## config.mk

```make
export PLATFORM = sky130hd
export DESIGN_NAME = mskf_mul
export DESIGN_NICKNAME = d
export VERILOG_FILES = /design/src/sv/mskf_pkg.sv /design/src/sv/mskf_mul.sv
export SDC_FILE = /design/constraint.sdc
export NUM_CORES = 1
export LEC_CHECK = 0
export ABC_AREA = 1
export BUFFER_PORTS_ARGS = -buffer_cell sky130_fd_sc_hd__buf_2
export CORE_MARGIN = 4
export CORE_UTILIZATION = 47
export CTS_BUF_LIST = sky130_fd_sc_hd__clkbuf_8
export CTS_CLUSTER_SIZE = 12
export DETAILED_ROUTE_END_ITERATION = 10
export PLACE_DENSITY = 0.66
export SLEW_MARGIN = 20
export SYNTH_ARGS = -nofsm -noshare
export SYNTH_HDL_FRONTEND = slang
export SYNTH_SLANG_ARGS = --single-unit
```

## constraint.sdc

```tcl
create_clock -name clk -period 6.3 [get_ports clk]
set_clock_uncertainty 0.15 [all_clocks]
set_input_delay 0.63 -clock clk [delete_from_list [all_inputs] [get_ports clk]]
set_output_delay 0.63 -clock clk [all_outputs]
set_load 0.01 [all_outputs]
```

## src/sv/mskf_pkg.sv

```systemverilog
// ----------------------------------------------------------------------------
// mskf_pkg: shared definitions for the scalar Kalman filter bank
// Field widths, fixed-point constants, register indexes, sequencer states
// and the per-channel state record.
// ----------------------------------------------------------------------------
package mskf_pkg;

    // Field widths
    localparam int IN_CH_W    = 8;
    localparam int SAMPLE_W   = 16;
    localparam int EST_W      = 33;   // estimate, signed Q16.16 with one guard bit
    localparam int ERR_W      = 32;   // error estimate, unsigned Q16.16
    localparam int SPEED_W    = 20;   // process speed, unsigned Q4.16
    localparam int GAIN_W     = 16;   // gain, Q0.16
    localparam int FRAC_W     = 16;
    localparam int DIFF_W     = 34;   // sample minus estimate, signed
    localparam int AD_W       = 33;   // magnitude of the estimate change
    localparam int CFG_IDX_W  = 4;
    localparam int CFG_DATA_W = 32;

    // Shared multiplier: the wide operand is split into 17-bit slices
    localparam int SPLIT      = 17;
    localparam int MUL_A_W    = 18;
    localparam int MUL_B_W    = 21;
    localparam int PROD_W     = MUL_A_W + MUL_B_W;
    localparam int ACC_W      = PROD_W + SPLIT;

    localparam int DIV_CNT_W  = $clog2(GAIN_W);

    // Constants
    localparam logic [ERR_W-1:0]   ERR_INIT    = 32'd2621440;   // 40.0
    localparam logic [ERR_W-1:0]   MEAS_RESET  = 32'd65536;     // 1.0
    localparam logic [SPEED_W-1:0] SPEED_RESET = 20'd655;
    localparam logic [GAIN_W:0]    ONE_Q16     = 17'h10000;
    localparam logic [FRAC_W-1:0]  HALF_Q16    = 16'h8000;

    // Configuration register indexes
    localparam logic [CFG_IDX_W-1:0] REG_MEAS_ERR   = 4'd0;
    localparam logic [CFG_IDX_W-1:0] REG_PROC_SPEED = 4'd1;

    typedef enum logic [3:0] {
        ST_CLEAR,
        ST_IDLE,
        ST_READ,
        ST_LOAD,
        ST_DIV,
        ST_MUL_LO,
        ST_MUL_HI,
        ST_MUL_ACC,
        ST_POST,
        ST_FINAL
    } state_t;

    typedef enum logic [1:0] {
        PH_GAIN,
        PH_DECAY,
        PH_SPEED
    } mul_phase_t;

    typedef struct packed {
        logic signed [EST_W-1:0] est;
        logic [ERR_W-1:0]        err;
    } chan_state_t;

endpackage

```

## src/sv/mskf_mul.sv

```systemverilog
// ----------------------------------------------------------------------------
// mskf_mul: shared signed multiplier
// One registered 18 x 21 signed product per cycle.
// ----------------------------------------------------------------------------
module mskf_mul (
    input  logic                                clk,
    input  logic signed [mskf_pkg::MUL_A_W-1:0] a,
    input  logic signed [mskf_pkg::MUL_B_W-1:0] b,
    output logic signed [mskf_pkg::PROD_W-1:0]  prod
);

    logic signed [mskf_pkg::PROD_W-1:0] prod_reg;

    always_ff @(posedge clk)
    begin
        prod_reg <= a * b;
    end

    assign prod = prod_reg;

endmodule

```

==> out/qor.csv <==
stage,metric,value,unit
status,status,"finished, final reports clean",
logic_synthesis,cell area after synthesis,15500,um^2
cts,CTS Buf Count,5,
place,Placed Area,16500,um^2
hold_path,Hold Path Cell Cnt,4,
cts,# hold bufs at CTS,0,
hold_path,Hold EP,prod[0]$_DFF_P_,
sta,period utilisation layout,94.7,%
critical_path,type of origin of the critical path,input port,
logic_synthesis,Yosys Warn Count,0,
floorplanning,count of standard-cell rows,66,
sta,Max-slew headroom,66.1,%
floorplanning,Die Ht,190,um
sta,FMAX,168,MHz
sta,fin worst setup slack,0.333,ns
detailed_routing,Via Count,12100,
detailed_routing,DRT iter0 DRCs,663,
hold_path,HP Start,b[0],
sta,final hold viol count,0,
cts,CTS H-tree depth,2,
global_routing,total congestion overflow,0,
cts,TritonCTS clock tree,done,
cells_and_area,share of layout cells above drive strength 1,8.04,%
floorplanning,Core ar.,32500,um^2
place,Final Wtd Congestion,0.906,
place,# port buffers,78,
logic_synthesis,"Seq/Total Area, Yosys",5.03,%
global_routing,antenna violations before repair,0,
logic_synthesis,Synth Register Bits,39,
place,pre-CTS setup slack,-0.114,ns
cells_and_area,Multi-input gate area,12000,um^2
floorplanning,Initial Util,47.7,%
global_routing,pin count of the biggest net entering global routing,22,
place,placed cell count,2488,
detailed_routing,Antenna Nets Post-Route,0,
floorplanning,Die W,190,um
sta,Tmin final,5.97,ns
hold_path,min-delay worst type,input port to register,
cts,Max Root-Sink Buffers,2,
logic_synthesis,main flop type after synthesis,dfxtp_1,
global_routing,Total GRT Usage,23.6,%
critical_path,CP Data Arrival Time,6.02,ns
detailed_routing,drt via density,4.83,
cts,root buffer cell,clkbuf_8,
logic_synthesis,synth cell count leaders,"inv_1, nand2_1, fa_1",
critical_path,"Req. time, crit path",6.35,ns
logic_synthesis,top cell type's share of synthesized area,48.6,%
cells_and_area,antenna cell count,0,
cts,Sinks on Clock Net,39,
cells_and_area,Finished Layout Cells,2495,
detailed_routing,first drt pass iteration count,5,
sta,"Slew Viols, Final",0,
logic_synthesis,top-count cell post-synth,inv_1,
detailed_routing,total wire length,39.8,mm
logic_synthesis,top post-synthesis cells by area,"fa_1, inv_1, nand2_1",
place,DP HPWL,34.5,mm
floorplanning,# IOs,79,
critical_path,Crit. End Element,register,
floorplanning,DIE AREA,36000,um^2
run,max cap viols,0,
logic_synthesis,largest area contributor in the netlist,fa_1,
detailed_routing,DRC errors left,0,
cells_and_area,FILL cells,3253,
cells_and_area,max FFs per register,39,
cells_and_area,Layout Area Growth over Synthesis,7.02,%
logic_synthesis,synth unique cells,31,
logic_synthesis,ys async rst share,0,%
logic_synthesis,Mapped Nets,2516,
logic_synthesis,syn_area_per_cell,7.76,um^2
cells_and_area,final instance area,16600,um^2
critical_path,crit path kind,input port to register,
cts,post-CTS resize count,0,
sta,final setup fails,0,
global_routing,first-pass GRT wire length,67.7,mm
global_routing,vias in the first global route,13800,
detailed_routing,drt wl/cell,16.0,um
cts,CTS clock-pin slew for the worst setup and hold paths,0.08,ns
logic_synthesis,synthesized netlist cell count,2000,
logic_synthesis,number of synthesized flops with an enable pin,0,
cells_and_area,nets,2569,
cells_and_area,Reg area,781,um^2
cts,Post-CTS Setup Bufs,0,
sta,worst slew pin tran,0.508,ns
critical_path,maximum fanout along the worst path,16,
sta,RSZ-0062 raised after global routing,false,
-- critical path, stage by stage --
cell     delay [ns]
buf_2          0.39
nand2_1        0.19
fa_1           0.54
inv_1          0.07
fa_2           0.68
inv_1          0.12
fa_1           0.49
inv_1          0.05
fa_1           0.55
fa_1           0.43
fa_1           0.44
ha_1           0.38
inv_1          0.18
o21ai_0        0.19
a21oi_1        0.21
nand2_1        0.07
a21oi_1        0.19
nand2_1        0.08
nand2_1        0.05
nand2_1        0.06
-- area by class of cell --
| class | count | share of cell area, % |
|---|---|---|
| Clock buffer | 6 | 0.497 |
| Clock inverter | 1 | 0.0301 |
| Timing Repair Buffer | 124 | 4.43 |
| Sequential cell | 39 | 4.70 |
| Inverter | 654 | 14.8 |
| Tap cell | 442 | 3.33 |
| Multi-Input combinational cell | 1229 | 72.2 |
-- routing by layer --
layer	up-vias	share of wire, %	track usage, %
met5	-	0	0
met4	0	4.4	8.85
met3	98	5.9	3.34
met2	382	50	42.2
met1	5976	40	29.0
li1	5596	-	-
-- worst max path at each step --
stage	startpoint	end	slack, ns	cells after the start
after global routing	b[20]	prod[38]$_DFF_P_	0.05	25
after detailed placement	b[20]	prod[35]$_DFF_P_	-0.11	20
final	a[7]	prod[35]$_DFF_P_	0.33	20
after global placement	a[6]	prod[33]$_DFF_P_	-0.07	19
after floorplan	b[20]	prod[34]$_DFF_P_	0.27	20
after CTS	b[20]	prod[35]$_DFF_P_	0.22	20
-- cells in the final DEF, fill, tap and decap left out, types with 13 or more instances in the layout --
master / n
inv_1: 652
nand2_1: 552
fa_1: 376
ha_1: 99
buf_2: 78
nor2_1: 53
buf_4: 46
dfxtp_1: 39
a21oi_1: 33
nand3_1: 31
xor2_1: 19
o21ai_0: 13
-- cells by family (layout without fill, tap and decap cells) --
| group | count (synthesis) | after routing | synth area share (%) |
|---|---|---|---|
| xor gates and xnor gates | 23 | 23 | 1.30 |
| adders and majority gates | 476 | 476 | 56.6 |
| and+or+nand+nor | 674 | 674 | 17.4 |
| DFF | 39 | 39 | 5.03 |
| AOI/OAI and AO/OA | 56 | 56 | 1.97 |
| buffers and inverters | 732 | 785 | 17.7 |
-- stage by stage --
stage / setup TNS (ns) / hold WS, ns / utilization (%)
finish: 0 / 0.673 / 51.0
global route: 0 / 0.692 / 51.0
CTS: 0 / 0.672 / 51.0
detailed placement: -0.272 / 0.875 / 50.7
global placement: -0.140 / 0.875 / 50.7
floorplan: 0 / 0.685 / -
Power is not shown: default switching activity piles up to over one toggle a cycle in this logic, so the estimate is an artifact.
