--- src/sv/mskf_pkg.sv ---
// ----------------------------------------------------------------------------
// mskf_pkg: shared definitions for the scalar Kalman filter bank
// Field widths, fixed-point constants, register indexes, sequencer states
// and the per-channel state record.
// ----------------------------------------------------------------------------
package mskf_pkg;

    // Field widths
    localparam int IN_CH_W    = 8;
    localparam int SAMPLE_W   = 16;
    localparam int EST_W      = 33;   // estimate, signed Q16.16 with one guard bit
    localparam int ERR_W      = 32;   // error estimate, unsigned Q16.16
    localparam int SPEED_W    = 20;   // process speed, unsigned Q4.16
    localparam int GAIN_W     = 16;   // gain, Q0.16
    localparam int FRAC_W     = 16;
    localparam int DIFF_W     = 34;   // sample minus estimate, signed
    localparam int AD_W       = 33;   // magnitude of the estimate change
    localparam int CFG_IDX_W  = 4;
    localparam int CFG_DATA_W = 32;

    // Shared multiplier: the wide operand is split into 17-bit slices
    localparam int SPLIT      = 17;
    localparam int MUL_A_W    = 18;
    localparam int MUL_B_W    = 21;
    localparam int PROD_W     = MUL_A_W + MUL_B_W;
    localparam int ACC_W      = PROD_W + SPLIT;

    localparam int DIV_CNT_W  = $clog2(GAIN_W);

    // Constants
    localparam logic [ERR_W-1:0]   ERR_INIT    = 32'd2621440;   // 40.0
    localparam logic [ERR_W-1:0]   MEAS_RESET  = 32'd65536;     // 1.0
    localparam logic [SPEED_W-1:0] SPEED_RESET = 20'd655;
    localparam logic [GAIN_W:0]    ONE_Q16     = 17'h10000;
    localparam logic [FRAC_W-1:0]  HALF_Q16    = 16'h8000;

    // Configuration register indexes
    localparam logic [CFG_IDX_W-1:0] REG_MEAS_ERR   = 4'd0;
    localparam logic [CFG_IDX_W-1:0] REG_PROC_SPEED = 4'd1;

    typedef enum logic [3:0] {
        ST_CLEAR,
        ST_IDLE,
        ST_READ,
        ST_LOAD,
        ST_DIV,
        ST_MUL_LO,
        ST_MUL_HI,
        ST_MUL_ACC,
        ST_POST,
        ST_FINAL
    } state_t;

    typedef enum logic [1:0] {
        PH_GAIN,
        PH_DECAY,
        PH_SPEED
    } mul_phase_t;

    typedef struct packed {
        logic signed [EST_W-1:0] est;
        logic [ERR_W-1:0]        err;
    } chan_state_t;

endpackage

--- src/sv/mskf_div.sv ---
// ----------------------------------------------------------------------------
// mskf_div: gain divider
// Restoring division p * 2^16 / (p + r), one quotient bit per cycle.
// ----------------------------------------------------------------------------
module mskf_div (
    input  logic                           clk,
    input  logic                           rst_n,
    input  logic                           start,
    input  logic [mskf_pkg::ERR_W-1:0]     p,
    input  logic [mskf_pkg::ERR_W-1:0]     r,
    output logic                           done,
    output logic [mskf_pkg::GAIN_W-1:0]    quot
);

    logic                              busy_reg, busy_next;
    logic                              done_reg, done_next;
    logic [mskf_pkg::DIV_CNT_W-1:0]    cnt_reg, cnt_next;
    logic [mskf_pkg::ERR_W:0]          den_reg, den_next;
    logic [mskf_pkg::ERR_W:0]          rem_reg, rem_next;
    logic [mskf_pkg::GAIN_W-1:0]       quot_reg, quot_next;
    logic [mskf_pkg::ERR_W+1:0]        rem2;
    logic [mskf_pkg::ERR_W+1:0]        rem_sub;
    logic                              ge;

    always_comb
    begin
        rem2      = {rem_reg, 1'b0};
        rem_sub   = rem2 - {1'b0, den_reg};
        ge        = (rem2 >= {1'b0, den_reg});
        busy_next = busy_reg;
        done_next = 1'b0;
        cnt_next  = cnt_reg;
        den_next  = den_reg;
        rem_next  = rem_reg;
        quot_next = quot_reg;
        priority if (start)
        begin
            if (r == '0)
            begin
                // zero measurement error: gain pins just under one, or zero
                busy_next = 1'b0;
                done_next = 1'b1;
                quot_next = (p == '0) ? '0 : '1;
            end
            else
            begin
                den_next  = {1'b0, p} + {1'b0, r};
                rem_next  = {1'b0, p};
                quot_next = '0;
                cnt_next  = '0;
                busy_next = 1'b1;
            end
        end
        else if (busy_reg)
        begin
            rem_next  = ge ? rem_sub[mskf_pkg::ERR_W:0] : rem2[mskf_pkg::ERR_W:0];
            quot_next = {quot_reg[mskf_pkg::GAIN_W-2:0], ge};
            cnt_next  = cnt_reg + mskf_pkg::DIV_CNT_W'(1);
            if (cnt_reg == mskf_pkg::DIV_CNT_W'(mskf_pkg::GAIN_W - 1))
            begin
                busy_next = 1'b0;
                done_next = 1'b1;
            end
        end
        else
        begin
            // idle: hold the last quotient
            done_next = 1'b0;
        end
    end

    always_ff @(posedge clk or negedge rst_n)
    begin
        if (!rst_n)
        begin
            busy_reg <= 1'b0;
            done_reg <= 1'b0;
            cnt_reg  <= '0;
        end
        else
        begin
            busy_reg <= busy_next;
            done_reg <= done_next;
            cnt_reg  <= cnt_next;
        end
    end

    always_ff @(posedge clk)
    begin
        den_reg  <= den_next;
        rem_reg  <= rem_next;
        quot_reg <= quot_next;
    end

    assign done = done_reg;
    assign quot = quot_reg;

endmodule

--- config.mk ---
export PLATFORM = sky130hd
export DESIGN_NAME = mskf_div
export DESIGN_NICKNAME = d
export VERILOG_FILES = /design/src/sv/mskf_pkg.sv /design/src/sv/mskf_div.sv
export SDC_FILE = /design/constraint.sdc
export NUM_CORES = 1
export LEC_CHECK = 0
export BUFFER_PORTS_ARGS = -buffer_cell sky130_fd_sc_hd__buf_2
export CAP_MARGIN = 10
export CORE_ASPECT_RATIO = 1.25
export CORE_MARGIN = 5
export CORE_UTILIZATION = 35
export CTS_CLUSTER_SIZE = 30
export DETAILED_ROUTE_END_ITERATION = 10
export GPL_TIMING_DRIVEN = 0
export HOLD_SLACK_MARGIN = 0.02
export PLACE_DENSITY = 0.58
export SLEW_MARGIN = 15
export SYNTH_ARGS = -nofsm -noshare
export SYNTH_HDL_FRONTEND = slang
export SYNTH_SLANG_ARGS = --single-unit
--- constraint.sdc ---
create_clock -name clk -period 3.35 [get_ports clk]
set_input_delay 0.67 -clock clk [delete_from_list [all_inputs] [get_ports clk]]
set_output_delay 0.67 -clock clk [all_outputs]
set_load 0.02 [all_outputs]
==> flow_summary.ini <==
[outcome]
status = completed

[detailed_routing]
wl_per_cell_um = 18.2
drc = 0
drt-initial-drc-count = 383
via_count = 6236
wirelength_um = 20500
viasPerCell = 5.53
ant_nets = 0
detail_route.first_pass.iterations = 5

[timing]
hold_slack_ns = 0.126
period_share_pct = 97.2
hold_viol = 0
period_needed_ns = 3.26
setup_slack_ns = 0.0934
max_freq_ghz = 0.307
max_slew_margin_pct = 50.8
tightestPinTransition_ns = 0.739
finalSetupViolCount = 0
slew_viol_final = 0
finClkSkew_ns = 0.00935

[synthesis]
synth.area.top_cells = edfxtp_1 (35%), ha_1 (12%), xnor2_1 (4.2%), nand2_1 (3.9%), o21ai_0 (3.8%)
synth.distinct_cells = 59
synth_ff_type = edfxtp_1
yosysSeqAreaShare_pct = 37.2
avgSynthCellArea_um2 = 9.37
synth-seq-cells = 88
syn_area_um2 = 7030
synth_top_cell_by_area = edfxtp_1
netlist_top_cells_count = edfxtp_1 (82), nand2_1 (73), ha_1 (66)
syn_inst = 750
synth-edff-count = 82
syn_nets = 885
synth_top_area_share_pct = 35.0
synthArstFlopShare_pct = 6.82
yosysWarningCount = 0
yosysMostFrequentCell = edfxtp_1

[final_layout]
drive_above_1_share_pct = 16.8
area_delta_synth_final_pct = 18.7
multi_input_area_um2 = 4230
seq_area_um2 = 2610
nets = 987
n_fill_cell = 1987
antenna-diode-count = 0
fin_util_pct = 41.8

[worst_setup_path]
worstPathRequired_ns = 3.45
startpoint = den_reg[3]
crit_path_end_kind = register
r2r_start = den_reg[3]
path_class = reg -> reg
cp_max_fo = 10
arrival_ns = 3.36
start_kind = register

[floorplan]
ios = 84
die_w_um = 137
dieArea_um2 = 23000
coreArea_um2 = 20000
initial_core_util_pct = 35.2
row_count = 58
die_h_um = 168

[pwr]
power_density_nw_per_um2 = 737
irDropWorstVdd_uv = 346
p_leak_uw = 0.00345

[clocking]
cts_inserted_buffers = 9
clk_latency_ns = 0.35
cts_root_buf = clkbuf_16
cts_sinks = 88
htreeDepth = 3
clk_pin_slew_ns = 0.07
cts_tree = done
ctsHoldBuffers = 0
cts_buffer_depth = 2

[global_route]
grt_pass1_vias = 6065
grt_max_degree = 24
overflow = 0
met1_usage_pct = 24.9
grt_use_met3_pct = 2.41
busiest_layer = met2
grt_util_met2_pct = 28.3
grt_pass1_wl_um = 32300
track_usage_pct = 17.9
antenna_found_initial = 0

[place]
io_buffers = 82
place_congestion = 0.902
post-place-ws_ns = -0.380
dp_hpwl_um = 15800

[job]
cap_viol_max_count = 0

[min_path]
hold_class = in -> async
## critical path: stages (launching register included)
cell	delay, ns
edfxtp_1	0.36
inv_1	0.14
ha_4	0.23
or2_1	0.25
o2111a_2	0.20
o31ai_4	0.19
nand3_1	0.14
a21bo_2	0.27
o31ai_4	0.29
o311a_1	0.21
buf_4	0.18
buf_6	0.18
nor3_1	0.07
a221o_1	0.29
## placed cells by master (no fill, tap or decap), drive strengths merged, types with 14 or more instances in the layout
cell	instances
ha	66
nand3b	21
a21o	20
a21oi	52
nor4	19
a211oi	14
clkbuf	23
o21ai	53
o21a	14
nor2	41
nand2	73
edfxtp	82
xor2	22
o311ai	17
nand4	14
inv	58
buf	99
xnor2	34
## metrics by stage
stage,instances,setup TNS [ns],power [uW],cell area [um2]
2_1_floorplan,750,0,3970,7030
3_3_place_gp,1102,-51.27,4720,7780
3_5_place_dp,1104,-2.27,4750,7830
4_1_cts,1123,0,5950,8200
5_1_grt,1127,-0.0232,6570,8340
6_report,1127,0,6140,8340
## power breakdown
group	leakage [uW]	switching, uW	internal, uW
clock network	0.000157	455	655
registers	0.000921	143	1570
logic	0.00237	1910	1410
total	0.00345	2510	3630
## per-layer routing
layer / part of all wire [%] / wire length, um / vias up
li1: - / - / 3023
met4: 3.3 / 667 / 0
met2: 46 / 9470 / 194
met5: 0 / 0 / -
met1: 45 / 9150 / 2985
met3: 5.9 / 1210 / 34
## final timing paths
check	to	slack, ns	cells after the start
min in group clk	cnt_reg[0]	0.51	1
max	rem_reg[25]	0.09	13
max in group asynchronous	cnt_reg[2]	3.08	1
max reg2reg	rem_reg[25]	0.09	13
min	done	0.13	1
min reg2reg	cnt_reg[0]	0.51	1
## cells by family after synthesis
family                   after synthesis  share of synthesized area, %
buffers and inverters                 79                          4.48
flip-flops                            88                          37.2
XOR/XNOR                              56                          6.98
AO/OA/AOI/OAI                        227                          21.9
adder cells (fa/ha/maj)               68                          12.3
AND/OR/NAND/NOR                      226                          16.3
multiplexers                           6                         0.872
## cell type report
cell class / count / area share [%]
Sequential cell: 88 / 31.3
Buffer: 20 / 1.15
Inverter: 57 / 2.56
Tap cell: 270 / 4.05
Multi-Input combinational cell: 583 / 50.7
Clock inverter: 7 / 1.14
Clock buffer: 9 / 2.70
Timing Repair Buffer: 93 / 6.36
## what timing repair did
item | CTS | global route
resized for setup | 5 | 21
setup endpoints to repair | 14 | 22
endpoints found under the hold margin | 0 | 0
cloned | 0 | 0
pin swaps | 3 | 5
setup buffers | 3 | 6
No activity file was read; power rests on OpenSTA's default activity.
